$ cat config.mk
export PLATFORM = sky130hd
export DESIGN_NAME = spmv_mac
export DESIGN_NICKNAME = d
export VERILOG_FILES = /design/src/rtl/core/spmv_pkg.sv /design/src/rtl/core/spmv_mac.sv
export SDC_FILE = /design/constraint.sdc
export NUM_CORES = 2
export LEC_CHECK = 0
export BUFFER_PORTS_ARGS = -buffer_cell sky130_fd_sc_hd__buf_2
export CAP_MARGIN = 10
export CORE_MARGIN = 2
export CORE_UTILIZATION = 50
export CTS_BUF_LIST = sky130_fd_sc_hd__clkbuf_2
export DETAILED_ROUTE_END_ITERATION = 10
export PLACE_DENSITY_LB_ADDON = 0.1
export SYNTH_ARGS = -nofsm -noshare
export SYNTH_HDL_FRONTEND = slang
export SYNTH_SLANG_ARGS = --single-unit
$ cat constraint.sdc
create_clock -name clk -period 10.14 [get_ports clk]
set_clock_uncertainty 0.1 [all_clocks]
set_input_delay 2.028 -clock clk [delete_from_list [all_inputs] [get_ports clk]]
set_output_delay 2.028 -clock clk [all_outputs]
set_load 0.02 [all_outputs]
$ cat src/rtl/core/spmv_pkg.sv
// ---------------------------------------------------------------------------
// spmv package
// widths, command codes and pipeline types of the sparse matrix-vector core
// ---------------------------------------------------------------------------
package spmv_pkg;

  // default sizing
  localparam int VECTOR_DEPTH_DEF = 1024;
  localparam int VALUE_BITS_DEF   = 32;

  // field widths
  localparam int INDEX_BITS     = 10;
  localparam int ROW_BITS       = 10;
  localparam int ROW_COUNT_BITS = 11;
  localparam int DATA_BITS      = 32;
  localparam int CMD_BITS       = 2;
  localparam int ACC_BITS       = 64;
  localparam int FRAC_BITS      = 16;
  localparam int TDATA_BITS     = 48;

  localparam logic [ROW_COUNT_BITS-1:0] MAX_ROWS = 11'd1024;

  // command codes
  localparam logic [CMD_BITS-1:0] CMD_VEC_WRITE = 2'd0;
  localparam logic [CMD_BITS-1:0] CMD_NONZERO   = 2'd1;
  localparam logic [CMD_BITS-1:0] CMD_CLOSE_ROW = 2'd2;

  // result queue sizing
  localparam int OUT_FIFO_DEPTH = 8;
  localparam int FIFO_PTR_BITS  = $clog2(OUT_FIFO_DEPTH);
  localparam int OCC_BITS       = FIFO_PTR_BITS + 1;

  // one input request as it travels down the pipeline
  typedef struct packed {
    logic [CMD_BITS-1:0]   cmd;
    logic [INDEX_BITS-1:0] index;
    logic [DATA_BITS-1:0]  value;
    logic                  row_end;
  } spmv_item_t;

  // one closed row
  typedef struct packed {
    logic [ROW_BITS-1:0]  row_index;
    logic [DATA_BITS-1:0] row_value;
    logic                 saturated;
    logic                 last_row;
  } spmv_result_t;

endpackage

$ cat src/rtl/core/spmv_mac.sv
// ---------------------------------------------------------------------------
// spmv multiply-accumulate
// product, floor shift, sticky saturating accumulate, row close and clamp
// ---------------------------------------------------------------------------
module spmv_mac #(
  parameter int VALUE_BITS = spmv_pkg::VALUE_BITS_DEF
) (
  input  logic                                 clk,
  input  logic                                 rst_n,
  input  logic                                 in_vld,
  input  spmv_pkg::spmv_item_t                 in_item,
  input  logic [VALUE_BITS-1:0]                rd_data,
  input  logic [spmv_pkg::ROW_COUNT_BITS-1:0]  row_count,
  output logic                                 res_vld,
  output spmv_pkg::spmv_result_t               res
);

  localparam int AB = spmv_pkg::ACC_BITS;
  localparam int PB = 2 * VALUE_BITS;
  localparam logic signed [AB-1:0] ACC_MAX = {1'b0, {(AB-1){1'b1}}};
  localparam logic signed [AB-1:0] ACC_MIN = {1'b1, {(AB-1){1'b0}}};
  localparam logic signed [VALUE_BITS-1:0] CL_HI = {1'b0, {(VALUE_BITS-1){1'b1}}};
  localparam logic signed [VALUE_BITS-1:0] CL_LO = {1'b1, {(VALUE_BITS-1){1'b0}}};

  logic signed [VALUE_BITS-1:0]           mul_a;
  logic signed [VALUE_BITS-1:0]           mul_b;
  logic signed [PB-1:0]                   mul_p;
  logic                                   p_vld_r;
  logic [spmv_pkg::CMD_BITS-1:0]          p_cmd_r;
  logic                                   p_row_end_r;
  logic signed [PB-1:0]                   prod_r;
  logic signed [AB-1:0]                   prod_ext;
  logic signed [AB-1:0]                   term;
  logic signed [AB-1:0]                   sum;
  logic                                   ovf_pos;
  logic                                   ovf_neg;
  logic signed [AB-1:0]                   acc_add;
  logic                                   ovf_add;
  logic                                   is_nz;
  logic                                   closes;
  logic signed [AB-1:0]                   acc_new;
  logic                                   ovf_new;
  logic signed [AB-1:0]                   acc_r;
  logic signed [AB-1:0]                   acc_nxt;
  logic                                   ovf_r;
  logic                                   ovf_nxt;
  logic [spmv_pkg::ROW_BITS-1:0]          cnt_r;
  logic [spmv_pkg::ROW_BITS-1:0]          cnt_nxt;
  logic [spmv_pkg::ROW_COUNT_BITS-1:0]    eff_rows;
  logic                                   is_last;
  logic                                   r_vld_r;
  logic [spmv_pkg::ROW_BITS-1:0]          r_idx_r;
  logic signed [AB-1:0]                   r_acc_r;
  logic                                   r_ovf_r;
  logic                                   r_last_r;
  logic                                   fits;
  logic signed [VALUE_BITS-1:0]           clamp_v;

  // product stage
  assign mul_a = in_item.value[VALUE_BITS-1:0];
  assign mul_b = rd_data;
  assign mul_p = PB'(mul_a) * PB'(mul_b);

  always_ff @(posedge clk) begin
    if (!rst_n) begin
      p_vld_r <= 1'b0;
    end else begin
      p_vld_r <= in_vld;
    end
  end

  always_ff @(posedge clk) begin
    p_cmd_r     <= in_item.cmd;
    p_row_end_r <= in_item.row_end;
    prod_r      <= mul_p;
  end

  // floor shift back to q16.16 and sticky saturating add
  assign prod_ext = AB'(prod_r);
  assign term     = prod_ext >>> spmv_pkg::FRAC_BITS;
  assign sum      = acc_r + term;
  assign ovf_pos  = !acc_r[AB-1] && !term[AB-1] && sum[AB-1];
  assign ovf_neg  = acc_r[AB-1] && term[AB-1] && !sum[AB-1];

  always_comb begin
    if (ovf_r) begin
      acc_add = acc_r;
    end else if (ovf_pos) begin
      acc_add = ACC_MAX;
    end else if (ovf_neg) begin
      acc_add = ACC_MIN;
    end else begin
      acc_add = sum;
    end
  end
  assign ovf_add = ovf_r || ovf_pos || ovf_neg;

  assign is_nz   = p_vld_r && (p_cmd_r == spmv_pkg::CMD_NONZERO);
  assign closes  = p_vld_r && ((p_cmd_r == spmv_pkg::CMD_CLOSE_ROW) ||
                               ((p_cmd_r == spmv_pkg::CMD_NONZERO) && p_row_end_r));
  assign acc_new = is_nz ? acc_add : acc_r;
  assign ovf_new = is_nz ? ovf_add : ovf_r;

  // row counter, out of range counts act as the maximum
  assign eff_rows = ((row_count == '0) || (row_count > spmv_pkg::MAX_ROWS)) ?
                    spmv_pkg::MAX_ROWS : row_count;
  assign is_last  = ({1'b0, cnt_r} >= (eff_rows - 11'd1));

  always_comb begin
    acc_nxt = acc_new;
    ovf_nxt = ovf_new;
    cnt_nxt = cnt_r;
    if (closes) begin
      acc_nxt = '0;
      ovf_nxt = 1'b0;
      cnt_nxt = is_last ? '0 : (cnt_r + 10'd1);
    end
  end

  always_ff @(posedge clk) begin
    if (!rst_n) begin
      acc_r   <= '0;
      ovf_r   <= 1'b0;
      cnt_r   <= '0;
      r_vld_r <= 1'b0;
    end else begin
      acc_r   <= acc_nxt;
      ovf_r   <= ovf_nxt;
      cnt_r   <= cnt_nxt;
      r_vld_r <= closes;
    end
  end

  // closed row snapshot
  always_ff @(posedge clk) begin
    if (closes) begin
      r_idx_r  <= cnt_r;
      r_acc_r  <= acc_new;
      r_ovf_r  <= ovf_new;
      r_last_r <= is_last;
    end
  end

  // clamp to the signed value range
  assign fits = (r_acc_r[AB-1:VALUE_BITS-1] == {(AB-VALUE_BITS+1){r_acc_r[AB-1]}});

  always_comb begin
    if (fits) begin
      clamp_v = r_acc_r[VALUE_BITS-1:0];
    end else if (r_acc_r[AB-1]) begin
      clamp_v = CL_LO;
    end else begin
      clamp_v = CL_HI;
    end
  end

  assign res_vld       = r_vld_r;
  assign res.row_index = r_idx_r;
  assign res.row_value = spmv_pkg::DATA_BITS'(clamp_v);
  assign res.saturated = r_ovf_r || !fits;
  assign res.last_row  = r_last_r;

endmodule

Word-level counts from Yosys, hierarchy flattened. Index checks and enable logic that the tools add are counted. Widths: inputs -> output; s select.

Register bits: 220. Input bits: 91. Output and inout port bits: 45. Logic and storage cells: 49.

$add $sub $neg: 3. $mul: 1. $lt $le $gt $ge: 2. Eq/ne operators: 3. Mux-type cells: 9. Bitwise logic cells: 1. Reduce and logical (&&, ||, !) cells: 18.

Operators by type and width (count): $mux 64 (4); $add 64x48->64 (1); $mul 32x32->64 (1); $mux 32 (2); $eq 32x32->1 (1); $ge 10x11->1 (1); $gt 11x11->1 const B (1); $logic_not 11->1 (1); $mux 11 (1); $sub 11x1->11 const B (1); $add 10x1->10 const B (1); $mux 10 (1); $logic_and 1x1->1 (7); $logic_or 1x1->1 (5); $logic_not 1->1 (4); $eq 2x1->1 const B (1); $eq 2x2->1 const B (1); $reduce_or 2->1 (1); $mux 1 (1); $not 1->1 (1).

Longest topological paths before layout.
Word-level depth: 7. Gate-level depth with buffers: 30. Gate-level depth less buffers: 29.

Least setup slack after synthesis. No wires, ideal clock.

Kind: input to register. From: in rd_data[2]. To: reg prod_r[61], in the netlist prod_ext[61]. Library setup time: 118 ps. Data arrival time: 9105 ps. Required time: 9922 ps. Path slack: 817 ps. Cell stages on the path: 25. Buffers on the path: 1. Cell sequence: clkbuf_1 -> nand2_1 -> inv_1 -> fa_1 -> fa_1 -> fa_1 -> fa_1 -> fa_1 -> fa_1 -> fa_1 -> inv_1 -> fa_1 -> inv_1 -> ha_1 -> nand3_1 -> a2bb2oi_1 -> a211oi_1 -> nor3_1 -> a31o_2 -> o21ai_2 -> a311o_1 -> a21oi_2 -> o31ai_1 -> a21oi_1 -> xnor2_1.

Longest elaborated chain between the ends: 1.

RTL lines: start, declared (line spmv_mac.sv:12) `input logic [VALUE_BITS-1:0] rd_data,`; $mul 32x32->64 (line spmv_mac.sv:62) `assign mul_p = PB'(mul_a) * PB'(mul_b);`; via mul_p[61] (line spmv_mac.sv:27) `logic signed [PB-1:0] mul_p;`; end signal, assigned (line spmv_mac.sv:75) `prod_r <= mul_p;`; end, declared (line spmv_mac.sv:31) `logic signed [PB-1:0] prod_r;`.

The timed path passes the listed nets, and every way through them passes these cells. A chain may end at the register's enable or synchronous reset.

Worst setup path after layout.
From: in rd_data[10]. To: reg prod_r[57], in the netlist prod_ext[57].

The elaborated chain is that of the path after synthesis.

==> summary.txt <==
Floorplan
  • CORE AREA: 0.0929 sq mm
  • Chip width: 309 um
  • Die height: 309 um
  • Initial Util: 50.2%
  • # IOs: 136
  • Row cnt: 112
  • Die area: 0.0958 sq mm

Worst setup path
  • Critical path endpoint: prod_ext[57]$_DFF_P_
  • Required @ worst endpoint: 10810 ps
  • Startpoint types: input pin
  • CP max FO: 26
  • Flop-to-flop setup slack: 4640 ps
  • Reg2reg end: r_acc_r[12]$_DFFE_PP_
  • Critical path class: input pin to register
  • Critical Path End Type: register
  • Critical path data arrival time: 9820 ps
  • Cells on worst reg2reg path: 17
  • Launch point of the worst reg-to-reg path: prod_ext[26]$_DFF_P_
  • Crit. Startpoint: rd_data[10]

Synth
  • Top cells by count, synth: fa_1, inv_1, nand2_1, and2_1, ha_1
  • Largest area contributor in the netlist: fa_1
  • Asr flop ratio synth: 0%
  • Post-synth EDFFs: 76
  • Post-synthesis area per instance: 9.34 sq um
  • Synth Flop Type: dfxtp_1
  • Syn nets: 6424
  • Count leader, synth: fa_1
  • Synth Register Bits: 204
  • Post-Syn Area: 0.0467 sq mm
  • Synth top area share: 46.5%
  • Top cells by area, synth: fa_1, inv_1, and2_1
  • Ys Warns: 0
  • Sequential fraction of the synthesis area: 10.4%
  • Synth unique cells: 86
  • Mapped Cells: 4993

GRT
  • Vias in the first global route: 36.3k
  • First-pass GRT wire length: 198000 um
  • Initial antenna violation count: 5
  • Grt total ovfl: 0
  • Overall Global Routing Usage: 26.4%
  • Largest net degree at the start of global routing: 85

Placed design
  • Port Buffer Count: 125
  • Post-DP HPWL: 100000 um
  • Placed Area: 0.0489 sq mm
  • Pre-CTS setup slack: 86.9 ps
  • GP Congestion: 0.871

Routing
  • Vias: 33.2k
  • Drt pass-1 iters: 5
  • DR WL/cell: 18.9 um
  • Remaining DRCs: 0
  • Routed vias/inst: 5.24
  • Total wire length: 120000 um
  • DRT antenna net count: 0
  • DR iter-0 viols: 1929

Clocking
  • CTS Root Cell: clkbuf_2
  • Worst-case clock buffer depth: 3
  • Postcts setup bufs: 0
  • H-tree levels: 2
  • Total CTS buffers: 50
  • Clock sink count: 204
  • Clock latency at the later pin of the worst-skew pair: 870 ps
  • # resized after CTS: 0
  • CTS tree: built
  • Cts hold-fix bufs: 0
  • Clock slew at reported path FFs: 110 ps

STA
  • Tcrit/Tclk final: 90.3%
  • Fin. Hold Viols: 0
  • Setup Viol. Count Final: 0
  • RSZ-0062 raised after global routing: false
  • Worst-Margin Slew: 1100 ps
  • Fin Setup TNS: 0 ps
  • Setup slack after layout: 985 ps
  • Final min period: 9150 ps
  • Fmax: 0.109 GHz
  • Pins over their slew limit: 0
  • Slew Limit Headroom: 26.5%

Cells and area
  • Share of layout cells above drive strength 1: 7.72%
  • Fin nets: 6468
  • Post-Layout Inst Area: 0.0494 sq mm
  • Area Overhead vs Synth: 5.88%

Hold path
  • Hold Crit Class: register to register
  • Worst Hold Depth: 0

Job
  • Max-cap violation count: 0

Status
  • Status: finished, final reports clean
logic make-up after synthesis:
logic type                 count (synthesis)  synth area share (%)
AOI/OAI and AO/OA                        494                  6.94
and+or+nand+nor                         1542                  16.5
xor gates and xnor gates                 123                  2.31
muxes                                      4                0.0992
adders and majority gates               1340                  53.4
DFF                                      204                  10.4
buffers and inverters                   1286                  10.4
flip-flops by register name, indices dropped and copies added (netlist names):
signal       count
ovf_r            1
r_last_r         1
p_row_end_r      1
p_cmd_r          2
p_vld_r          1
acc_r           64
res_vld          1
r_ovf_r          1
prod_ext        48
r_acc_r         64
r_idx_r         10
cnt_r           10
per-stage QoR:
stage,hold slack (ps),instances,util [%]
final,422,6332,53.2
after CTS,418,6331,53.2
after global placement,405,6239,52.6
after detailed placement,412,6239,52.6
after global routing,424,6332,53.2
after floorplan,356,4993,-
per-layer routing:
metal	GRT usage, %	share of wire (%)	vias to the layer above
li1	-	-	15100
met1	36.6	45	17100
met2	46.2	49	807
met3	1.81	4.2	128
met4	5.03	1.8	2
met5	0	0.010	-
critical path: stages:
cell and delay [ps]:
buf_2 490, nand2_1 150, fa_1 500, inv_1 60, fa_1 600, inv_1 80
fa_1 520, fa_1 530, inv_1 60, fa_1 560, fa_1 450, fa_1 530
inv_1 60, fa_1 510, inv_1 50, ha_1 330, nand3_1 150, a2bb2oi_1 180
a211oi_1 330, nor3_1 110, a31o_2 290, o21ai_2 210, o2111ai_1 140, and3b_1 250
buf_4 150, o21bai_1 200, a21oi_1 110, xnor2_1 140
worst min-delay path by stage:
stage,start,endpoint
2_1_floorplan,cnt_r[9]$_SDFFE_PN0P_,r_idx_r[9]$_DFFE_PP_
3_3_place_gp,cnt_r[5]$_SDFFE_PN0P_,r_idx_r[5]$_DFFE_PP_
3_5_place_dp,cnt_r[5]$_SDFFE_PN0P_,r_idx_r[5]$_DFFE_PP_
4_1_cts,cnt_r[5]$_SDFFE_PN0P_,r_idx_r[5]$_DFFE_PP_
5_1_grt,cnt_r[5]$_SDFFE_PN0P_,r_idx_r[5]$_DFFE_PP_
6_report,cnt_r[5]$_SDFFE_PN0P_,r_idx_r[5]$_DFFE_PP_
final cells by class:
| class | count | area, sq um |
|---|---|---|
| fillers | 8776 | 43500 |
| well taps | 1254 | 1570 |
| flip-flops and latches | 204 | 4840 |
| repair buffers | 264 | 1710 |
| inverters | 1014 | 3810 |
| multi-input cells | 3503 | 37000 |
| clock buffers | 76 | 380 |
| clock inverters | 16 | 116 |
| diodes | 1 | 2.50 |
layout by cell type (no fill, tap or decap), drive strengths merged, types with 9 or more instances in the layout:
cell,instances
fa,1083
inv,1015
nand2,577
and2,538
buf,264
ha,257
nor2,188
a21oi,172
dfxtp,128
a21o,106
o21ai,80
clkbuf,76
edfxtp,76
xnor2,71
nor3,65
xor2,52
nand4,37
nand3,28
nand2b,25
and3,22
o21a,20
a31oi,20
nor2b,20
o21bai,17
o211ai,14
clkinv,13
nor4,10
a211oi,9
Power is left out: the tool's default activity adds up to more than one toggle a clock period on the data nets, which glitch-free logic cannot reach.
