$ cat src/rtl/core/spmv_pkg.sv
// ---------------------------------------------------------------------------
// spmv package
// widths, command codes and pipeline types of the sparse matrix-vector core
// ---------------------------------------------------------------------------
package spmv_pkg;

  // default sizing
  localparam int VECTOR_DEPTH_DEF = 1024;
  localparam int VALUE_BITS_DEF   = 32;

  // field widths
  localparam int INDEX_BITS     = 10;
  localparam int ROW_BITS       = 10;
  localparam int ROW_COUNT_BITS = 11;
  localparam int DATA_BITS      = 32;
  localparam int CMD_BITS       = 2;
  localparam int ACC_BITS       = 64;
  localparam int FRAC_BITS      = 16;
  localparam int TDATA_BITS     = 48;

  localparam logic [ROW_COUNT_BITS-1:0] MAX_ROWS = 11'd1024;

  // command codes
  localparam logic [CMD_BITS-1:0] CMD_VEC_WRITE = 2'd0;
  localparam logic [CMD_BITS-1:0] CMD_NONZERO   = 2'd1;
  localparam logic [CMD_BITS-1:0] CMD_CLOSE_ROW = 2'd2;

  // result queue sizing
  localparam int OUT_FIFO_DEPTH = 8;
  localparam int FIFO_PTR_BITS  = $clog2(OUT_FIFO_DEPTH);
  localparam int OCC_BITS       = FIFO_PTR_BITS + 1;

  // one input request as it travels down the pipeline
  typedef struct packed {
    logic [CMD_BITS-1:0]   cmd;
    logic [INDEX_BITS-1:0] index;
    logic [DATA_BITS-1:0]  value;
    logic                  row_end;
  } spmv_item_t;

  // one closed row
  typedef struct packed {
    logic [ROW_BITS-1:0]  row_index;
    logic [DATA_BITS-1:0] row_value;
    logic                 saturated;
    logic                 last_row;
  } spmv_result_t;

endpackage

$ cat src/rtl/core/spmv_out_fifo.sv
// ---------------------------------------------------------------------------
// spmv result queue
// small register queue that decouples the pipeline from the result receiver
// ---------------------------------------------------------------------------
module spmv_out_fifo (
  input  logic                    clk,
  input  logic                    rst_n,
  input  logic                    push,
  input  spmv_pkg::spmv_result_t  push_data,
  input  logic                    pop,
  output logic                    head_vld,
  output spmv_pkg::spmv_result_t  head_data
);

  localparam int PW = spmv_pkg::FIFO_PTR_BITS;
  localparam int CW = spmv_pkg::OCC_BITS;

  spmv_pkg::spmv_result_t q_regs [spmv_pkg::OUT_FIFO_DEPTH];

  logic [PW-1:0] wr_ptr_r;
  logic [PW-1:0] rd_ptr_r;
  logic [CW-1:0] cnt_r;
  logic [CW-1:0] cnt_nxt;

  assign cnt_nxt = cnt_r + CW'(push) - CW'(pop);

  // pointers and fill level
  always_ff @(posedge clk) begin
    if (!rst_n) begin
      wr_ptr_r <= '0;
      rd_ptr_r <= '0;
      cnt_r    <= '0;
    end else begin
      if (push) begin
        wr_ptr_r <= wr_ptr_r + PW'(1);
      end
      if (pop) begin
        rd_ptr_r <= rd_ptr_r + PW'(1);
      end
      cnt_r <= cnt_nxt;
    end
  end

  // entry storage
  always_ff @(posedge clk) begin
    if (push) begin
      q_regs[wr_ptr_r] <= push_data;
    end
  end

  assign head_vld  = (cnt_r != '0);
  assign head_data = q_regs[rd_ptr_r];

endmodule

$ cat config.mk
export PLATFORM = sky130hd
export DESIGN_NAME = spmv_out_fifo
export DESIGN_NICKNAME = d
export VERILOG_FILES = /design/src/rtl/core/spmv_pkg.sv /design/src/rtl/core/spmv_out_fifo.sv
export SDC_FILE = /design/constraint.sdc
export NUM_CORES = 1
export LEC_CHECK = 0
export ABC_AREA = 0
export BUFFER_PORTS_ARGS = -buffer_cell sky130_fd_sc_hd__buf_4
export CAP_MARGIN = 10
export CORE_UTILIZATION = 30
export CTS_CLUSTER_SIZE = 20
export DETAILED_ROUTE_END_ITERATION = 12
export GPL_ROUTABILITY_DRIVEN = 1
export PLACE_DENSITY = 0.55
export SLEW_MARGIN = 30
export SYNTH_ARGS = -nofsm -noshare
export SYNTH_HDL_FRONTEND = slang
export SYNTH_SLANG_ARGS = --single-unit
$ cat constraint.sdc
create_clock -name clk -period 5.4 [get_ports clk]
set_clock_uncertainty 0.2 [all_clocks]
set_input_delay 0.27 -clock clk [delete_from_list [all_inputs] [get_ports clk]]
set_output_delay 0.27 -clock clk [all_outputs]
set_load 0.05 [all_outputs]
Yosys cells after proc, flatten, opt, wreduce, memory -nomap -nowiden

Memory sizes are Yosys's and may differ from the RTL's. A register that Yosys moved wholly into a read port is not among the register bits.
Index checks and enable logic that the tools add are counted.

Register bits: 10
Memory bits (writable): 352
Input bits: 48
Memories: 1

$add $sub $neg: 4
Multiplexer cells: 4
Reductions and logical operators: 1

Memory list:

| name   | depth | bits a word | read ports | clocked after memory_dff | write ports | line                | RTL |
|---|---|---|---|---|---|---|---|
| q_regs | 8     | 44          | 1          | 1                        | 1           | spmv_out_fifo.sv:18 | `spmv_pkg::spmv_result_t q_regs [spmv_pkg::OUT_FIFO_DEPTH];` |

Operator list:

| operator            | count |
|---|---|
| $add 3x1->3 const B | 2 |
| $mux 3              | 2 |
| $add 4x1->4         | 1 |
| $reduce_bool 4->1   | 1 |
| $sub 4x1->4         | 1 |
| $mux 1              | 2 |

Logic depth before layout (Yosys ltp)

Gate-level depths: netlist of run 1.

Word-level depth: 3
Gate-level depth with buffers: 8

Worst setup path after synthesis of run 1

No wires, ideal clock.

Kind: reg-to-reg
From: register wr_ptr_r[2]
To: memory q_regs[0][0] (netlist bit), enable pin
Library setup time: 0.500 ns
Arrival time: 3.505 ns
Required time: 4.700 ns
Slack: 1.195 ns
Stages on the path, launching flop included: 3
Buffers on the path: 0
Clock period less this slack: 4.205 ns
Path through: dfxtp_1 > nand2b_1 > nor3_1

RTL lines:

| item                   | line                | RTL |
|---|---|---|
| from (decl)            | spmv_out_fifo.sv:20 | `logic [PW-1:0] wr_ptr_r;` |
| from (signal assigned) | spmv_out_fifo.sv:35 | `wr_ptr_r <= wr_ptr_r + PW'(1);` |
| to (decl)              | spmv_out_fifo.sv:18 |  |

No word-level cell before the write port.

==> summary.md, run 1 <==
| Metric | Value |
|---|---|
| # port buffers | `92` |
| Nets | `between 800 and 900` |
| Mapped cell area | `between 10000 and 15000 sq um` |
| Async S/R FF share, synth | `0%` |
| Top area cells in the synthesized netlist | `edfxtp_1 (76%), mux4_2 (14%), mux2_2 (3.1%)` |
| Final period util | `approximately three fifths` |
| Ys flop type | `edfxtp_1` |
| Run status | `finished clean` |
| Multiplexer share of the synthesized area | `a little under a fifth` |
| Initial Util | `30.5%` |
| WL met3 | `around 1200 microns` |
| Post-Synthesis Net Count | `632` |
| Most frequent cell after synthesis | `edfxtp_1` |
| Core ar. | `~45000 sq um` |
| Post-synth top area share | `76.3%` |
| Clk_lat worst skew | `approximately 0.54 ns` |
| Total CTS buffers | `40` |
| Die height | `between 200 and 250 microns` |
| Yosys reg bits | `~370` |
| Top routing layer in use | `met4` |
| Ports | `93` |
| Endpoint type of the worst setup path | `output pin` |
| Vias | `between 6000 and 7000` |
| CP required | `4.93 ns` |
| Critical path fanouts, max | `45` |
| Compound-Gate Fraction of Synth Area | `less than 1%` |
| Final instance area | `around 17000 sq um` |
| Setup TNS | `0 ns` |
| Largest net degree at the start of global routing | `46` |
| Fin. max-slew vios | `0` |
| # DRC | `0` |
| Startpoint type of the worst setup path | `register` |
| Crit path DAT | `around 2.7 ns` |
| Area leader, netlist | `edfxtp_1` |
| Vias/cell | `around 4.5` |
| Row count | `approximately 80` |
| Routed WL per cell | `approximately 21 microns` |
| Total global-route track usage | `12.4%` |
| TritonRoute pass-1 iters | `4` |
| GR Overflow Total | `0` |
| Placed wire-length estimate | `approximately 16000 microns` |
| Fraction of layout cells with a size suffix above 1 | `39.3%` |
| Post-CTS sizing | `0` |
| Clock buffer depth | `3` |
| Synth cell types | `24` |
| Vias in the first global route | `6792` |
| Largest family of logic cells by synthesized area | `multiplexers` |
| Max VDD drop | `0.000200 V` |
| Worst Setup Path Type | `reg -> out` |
| Max cap viols | `0` |
| Dpl cell area | `15400 sq um` |
| Commonest cells post-synth | `edfxtp_1 (352), mux4_2 (88), mux2_2 (38)` |
| Final Wtd Congestion | `between 0.6 and 0.7` |
| Worst hold path class | `in -> reg` |
| Post-Synth Adder-Cell Area | `less than 1%` |
| Number of DRC markers in iteration 0 | `around 290` |
| Setup Viol. Count Final | `0` |
| Post-Syn Instances | `between 500 and 600` |
| Initial antenna violation count | `2` |
| M1 WL | `between 10000 and 15000 microns` |
| Met2 wire length | `~14000 microns` |
| XOR/XNOR Fraction of Synth Area | `0.316%` |
| Area of the multi-input gates | `about 2900 sq um` |
| Yosys warns | `0` |
| First-pass GRT wire length | `between 40000 and 50000 microns` |
| CTS sink cnt | `approximately 370` |
| Routed wire length | `roughly 28000 microns` |
| Fmax | `between 300 and 400 MHz` |
| Setup Buffers After CTS | `0` |
| Die area | `roughly 47000 sq um` |
| PD cells | `about 380 nW/um^2` |
| CTS tree | `yes` |
| Fillcell total | `~4200` |
| Antenna Violating Nets Remaining | `0` |
| Mean Syn Cell Area | `24.1 sq um` |
| Die width | `217 microns` |
| FF/Latch Area | `roughly 11000 sq um` |
| Final Hold Vio Count | `0` |
| RSZ-0062 raised after global routing | `no` |
| Headroom to the max-slew limit | `37.5%` |
| Finished Core Util | `a little under two fifths` |
| Clock slew at reported path FFs | `around 0.06 ns` |
| Slew @ Worst Pin | `0.935 ns` |
| Lkg Pwr | `~0.0055 uW` |
| Layout area overhead | `24.1%` |
| Synth Area in Simple Gates | `~1.0%` |
| Post-synth EDFFs | `roughly 350` |
| H-tree Lvls | `2` |
| Register area share after synthesis | `78.1%` |
| Root Buffer | `clkbuf_16` |
| Fin crit period | `3.18 ns` |
## sequential cells by signal, indices dropped and copies added, names as in the netlist, named ones only
register,count
cnt_r,4
q_regs,352
rd_ptr_r,3
wr_ptr_r,3
## metal layers
| layer | up-vias | global-route usage (%) |
|---|---|---|
| met5 | - | 0 |
| met4 | 0 | 3.78 |
| met3 | 35 | 2.53 |
| met2 | 134 | 20.1 |
| met1 | 3305 | 16.7 |
| li1 | 2783 | - |
## worst max-delay path, cell delays in order (launching register included)
cell	delay, ns
dfxtp_4	0.68
buf_12	0.41
mux4_2	0.55
mux2_2	0.30
buf_4	0.20
## power breakdown
group | switching (uW) | leakage, uW | internal (uW)
Clock | 1060 | 0.000579 | 1480
Sequential | 37.3 | 0.00331 | 3190
Combinational | 457 | 0.00161 | 328
## cell type report
| class | instances | area share [%] |
|---|---|---|
| Timing Repair Buffer | 160 | 8.44 |
| Clock buffer | 57 | 6.44 |
| Clock inverter | 14 | 0.669 |
| Multi-Input combinational cell | 178 | 16.9 |
| Tap cell | 600 | 4.36 |
| Antenna cell | 3 | 0.0436 |
| Inverter | 7 | 0.153 |
| Sequential cell | 365 | 63.0 |
## cells in the final DEF, fill, tap and decap left out, drive strengths merged, types with 4 or more instances in the layout
master | netlist | final
clkbuf | 13 | 57
and2 | 7 | 7
edfxtp | 352 | 352
mux2 | 44 | 44
buf | 13 | 112
nand2b | 4 | 4
nand2 | 5 | 5
dlygate4sd3 | 0 | 48
ha | 7 | 7
nor2 | 6 | 6
dfxtp | 13 | 13
mux4 | 88 | 88
clkinv | 0 | 9
inv | 7 | 7
clkinvlp | 0 | 4
## what timing repair did
action                                 in CTS  in global routing
setup endpoints to repair                   0                  0
endpoints found under the hold margin     365                  0
hold buffers                               48                  0
## kinds of logic (layout without fill, tap and decap cells)
group / count (synthesis) / count (layout)
DFF: 365 / 365
muxes: 135 / 135
buffers and inverters: 33 / 238
and+or+nand+nor: 28 / 28
adders and majority gates: 8 / 8
xor gates and xnor gates: 5 / 5
AOI/OAI and AO/OA: 2 / 2
other: 0 / 3
## final timing paths
| path | from | endpoint | slack [ns] | depth (start not counted) |
|---|---|---|---|---|
| min | push_data[9] | q_regs[2][9]$_DFFE_PP_ | 0.30 | 2 |
| max | register | head_data[21] | 2.22 | 4 |
| min reg2reg | rd_ptr_r[1]$_SDFFE_PN0P_ | register | 0.32 | 2 |
| max reg2reg | wr_ptr_r[0]$_SDFFE_PN0P_ | q_regs[1][10]$_DFFE_PP_ | 2.80 | 3 |
## stage by stage
stage	total power, uW	setup slack [ns]	hold WS (ns)	cells
2_1_floorplan	3810	1.19	0.169	576
3_3_place_gp	4050	2.34	0.305	1255
3_5_place_dp	4060	2.68	0.309	1260
4_1_cts	6640	2.09	0.278	1379
5_1_grt	6790	2.00	0.302	1383
6_report	6550	2.22	0.303	1384
(Power assumes the default switching activity.)
==> run 2, diff against run 1 <==
==> constraint.sdc (replaced) <==
create_clock -name clk -period 3.2 [get_ports clk]
set_clock_uncertainty 0.2 [all_clocks]
set_input_delay 0.16 -clock clk [delete_from_list [all_inputs] [get_ports clk]]
set_output_delay 0.16 -clock clk [all_outputs]
set_load 0.05 [all_outputs]
==> summary.md, run 2 (same netlist as run 1, synthesis figures left out) <==
| Metric | Value |
|---|---|
| Power share of the combinational group | `12.1% (was 12.0%)` |
| R2r setup slk | `1.12 ns (was 2.80 ns)` |
| Most frequent cells in the layout | `edfxtp_1 (352), buf_4 (105), mux4_2 (88), dlygate4sd3_1 (48), clkbuf_16 (40) (was edfxtp_1 (352), buf_4 (104), mux4_2 (88), dlygate4sd3_1 (48), clkbuf_16 (42))` |
| Worst path buffer plus inverter count | `2 (unchanged)` |
| # DRC | `0 (unchanged)` |
| Clock buffer depth | `3 (unchanged)` |
| Ports | `93 (unchanged)` |
| Max cap viols | `0 (unchanged)` |
| Run status | `finished clean (unchanged)` |
| Int Pwr | `8450 uW (was 5000 uW)` |
| Root Buffer | `clkbuf_16 (unchanged)` |
| Endpoint type of the worst setup path | `output pin (unchanged)` |
| Finished Layout Cells | `1381 (was 1384)` |
| Fmax | `between 300 and 400 MHz` |
| Part of the power in registers | `49.1% (was 49.3%)` |
| Setup Slack @ Placement | `0.966 ns (was 2.68 ns)` |
| CP required | `2.84 ns (was 4.93 ns)` |
| Setup Viol. Count Final | `0 (unchanged)` |
| Fin. max-slew vios | `0 (unchanged)` |
| WL met3 | `1230 microns (was 1180 microns)` |
| Antenna Violating Nets Remaining | `0 (unchanged)` |
| Max VDD drop | `0.000440 V (was 0.000200 V)` |
| TritonRoute pass-1 iters | `4 (unchanged)` |
| Die width | `217 microns (unchanged)` |
| Most common cell after layout, fill and taps aside | `edfxtp_1 (unchanged)` |
| Fin crit period | `2.77 ns` |
| Routed WL per cell | `20.0 microns (was 20.6 microns)` |
| # port buffers | `92 (unchanged)` |
| Vias in the first global route | `6708 (was 6792)` |
| CP Cell Sequence | `buf_4, mux4_2, mux2_2, buf_4 (was buf_12, mux4_2, mux2_2, buf_4)` |
| Die height | `217 microns (unchanged)` |
| Most used cell, CP | `buf_4` |
| Final Hold Vio Count | `0 (unchanged)` |
| Sw power | `2590 uW (was 1550 uW)` |
| Core ar. | `45500 sq um (unchanged)` |
| Final period util | `86.5%` |
| Vias/cell | `4.51 (was 4.52)` |
| Initial antenna violation count | `1 (was 2)` |
| Crit-path slowest cell | `dfxtp_4 (unchanged)` |
| Fraction of layout cells with a size suffix above 1 | `39.0% (was 39.3%)` |
| Clk pwr share | `38.8% (was 38.7%)` |
| RSZ-0062 raised after global routing | `no (unchanged)` |
| Worst hold path class | `in -> reg (unchanged)` |
| Headroom to the max-slew limit | `63.5% (was 37.5%)` |
| Reg with most FFs | `q_regs (unchanged)` |
| Final Wtd Congestion | `0.658 (was 0.649)` |
| Setup TNS | `0 ns (unchanged)` |
| Met2 wire length | `13700 microns (about the same)` |
| Total global-route track usage | `12.0% (was 12.4%)` |
| Final instance area | `17200 sq um (about the same)` |
| Nets | `808 (unchanged)` |
| CTS tree | `yes (unchanged)` |
| Clk_lat worst skew | `0.53 ns (was 0.54 ns)` |
| CTS sink cnt | `365 (unchanged)` |
| M1 WL | `12300 microns (was 13000 microns)` |
| Crit path DAT | `2.41 ns (was 2.71 ns)` |
| Slew @ Worst Pin | `0.546 ns (was 0.935 ns)` |
| Vias | `6225 (was 6257)` |
| Total CTS buffers | `40 (unchanged)` |
| Switching part of the total power | `23.5% (was 23.7%)` |
| H-tree Lvls | `2 (unchanged)` |
| Finished Core Util | `37.7% (was 37.8%)` |
| GR Overflow Total | `0 (unchanged)` |
| Top routing layer in use | `met4 (unchanged)` |
| Largest net degree at the start of global routing | `49 (was 46)` |
| PD cells | `644 nW/um^2 (was 381 nW/um^2)` |
| Number of DRC markers in iteration 0 | `320 (was 293)` |
| Layout area overhead | `23.7% (was 24.1%)` |
| Worst stage delay on the critical path | `0.51 ns (was 0.68 ns)` |
| Startpoint type of the worst setup path | `register (unchanged)` |
| Initial Util | `30.5% (unchanged)` |
| Placed wire-length estimate | `14600 microns (was 16100 microns)` |
| Lkg Pwr | `0.00549 uW (about the same)` |
| Critical path fanouts, max | `28 (was 45)` |
| Cell family with most CP delay | `multiplexers (unchanged)` |
| Row count | `78 (unchanged)` |
| Setup ws final | `0.431 ns (was 2.22 ns)` |
| Worst Setup Path Type | `reg -> out (unchanged)` |
| Biggest regs | `q_regs: 352 flops, cnt_r: 4 flops (unchanged)` |
| Routed wire length | `27600 microns (was 28500 microns)` |
| Inst Count DP | `1262 (was 1260)` |
| Dpl cell area | `15400 sq um (about the same)` |
| Die area | `47100 sq um (unchanged)` |
| Clock slew at reported path FFs | `0.06 ns (about the same)` |
| First-pass GRT wire length | `41700 microns (was 42600 microns)` |
| Max FFs per register | `352 (unchanged)` |
## run 2: cell count changes in the layout (fill, tap and decap cells not counted), sizes merged
cell,previous run,this run
clkbuf,57,43
bufinv,1,3
inv,7,8
clkinvlp,4,1
diode,3,1
clkinv,9,22
## run 2: metrics by stage
step	hold slack (ns)	total power, uW
final	0.195	11000
after floorplan	0.0589	6430
after CTS	0.156	11200
after global placement	0.196	6830
after detailed placement	0.197	6850
after global routing	0.176	11500
## run 2: final cells by class
class / instances / area (sq um)
Tap cell: 600 / 751
Timing Repair Buffer: 160 / 1410
Antenna cell: 1 / 2.50
Sequential cell: 365 / 10800
Inverter: 7 / 26.3
Fill cell: 4176 / 28300
Multi-Input combinational cell: 178 / 2910
Clock buffer: 43 / 1010
Clock inverter: 27 / 205
## run 2: path summary, 6_finish.rpt
check	start	endpoint	cells after the start
max	register	head_data[5]	4
min	push_data[4]	q_regs[7][4]$_DFFE_PP_	2
max reg2reg	wr_ptr_r[0]$_SDFFE_PN0P_	q_regs[3][22]$_DFFE_PP_	3
min reg2reg	rd_ptr_r[1]$_SDFFE_PN0P_	register	2
## run 2: per-layer routing
metal / vias to the layer above / track usage [%]
li1: 2775 / -
met1: 3292 / 15.8
met2: 128 / 20.0
met3: 30 / 2.68
met4: 0 / 3.47
met5: - / 0
## run 2: what timing repair did
| item | CTS | global route |
|---|---|---|
| hold buffers | 48 | 0 |
| hold endpoints to repair | 365 | 0 |
| gates resized for setup | 0 | 0 |
| setup buffers | 0 | 0 |
## run 2: power groups by stage
stage | logic (uW) | registers, uW | clock network (uW)
after floorplan | 909 | 5520 | 0
after global placement | 1310 | 5520 | 0
after detailed placement | 1320 | 5530 | 0
after CTS | 1370 | 5430 | 4420
after global routing | 1440 | 5440 | 4580
final | 1340 | 5430 | 4280
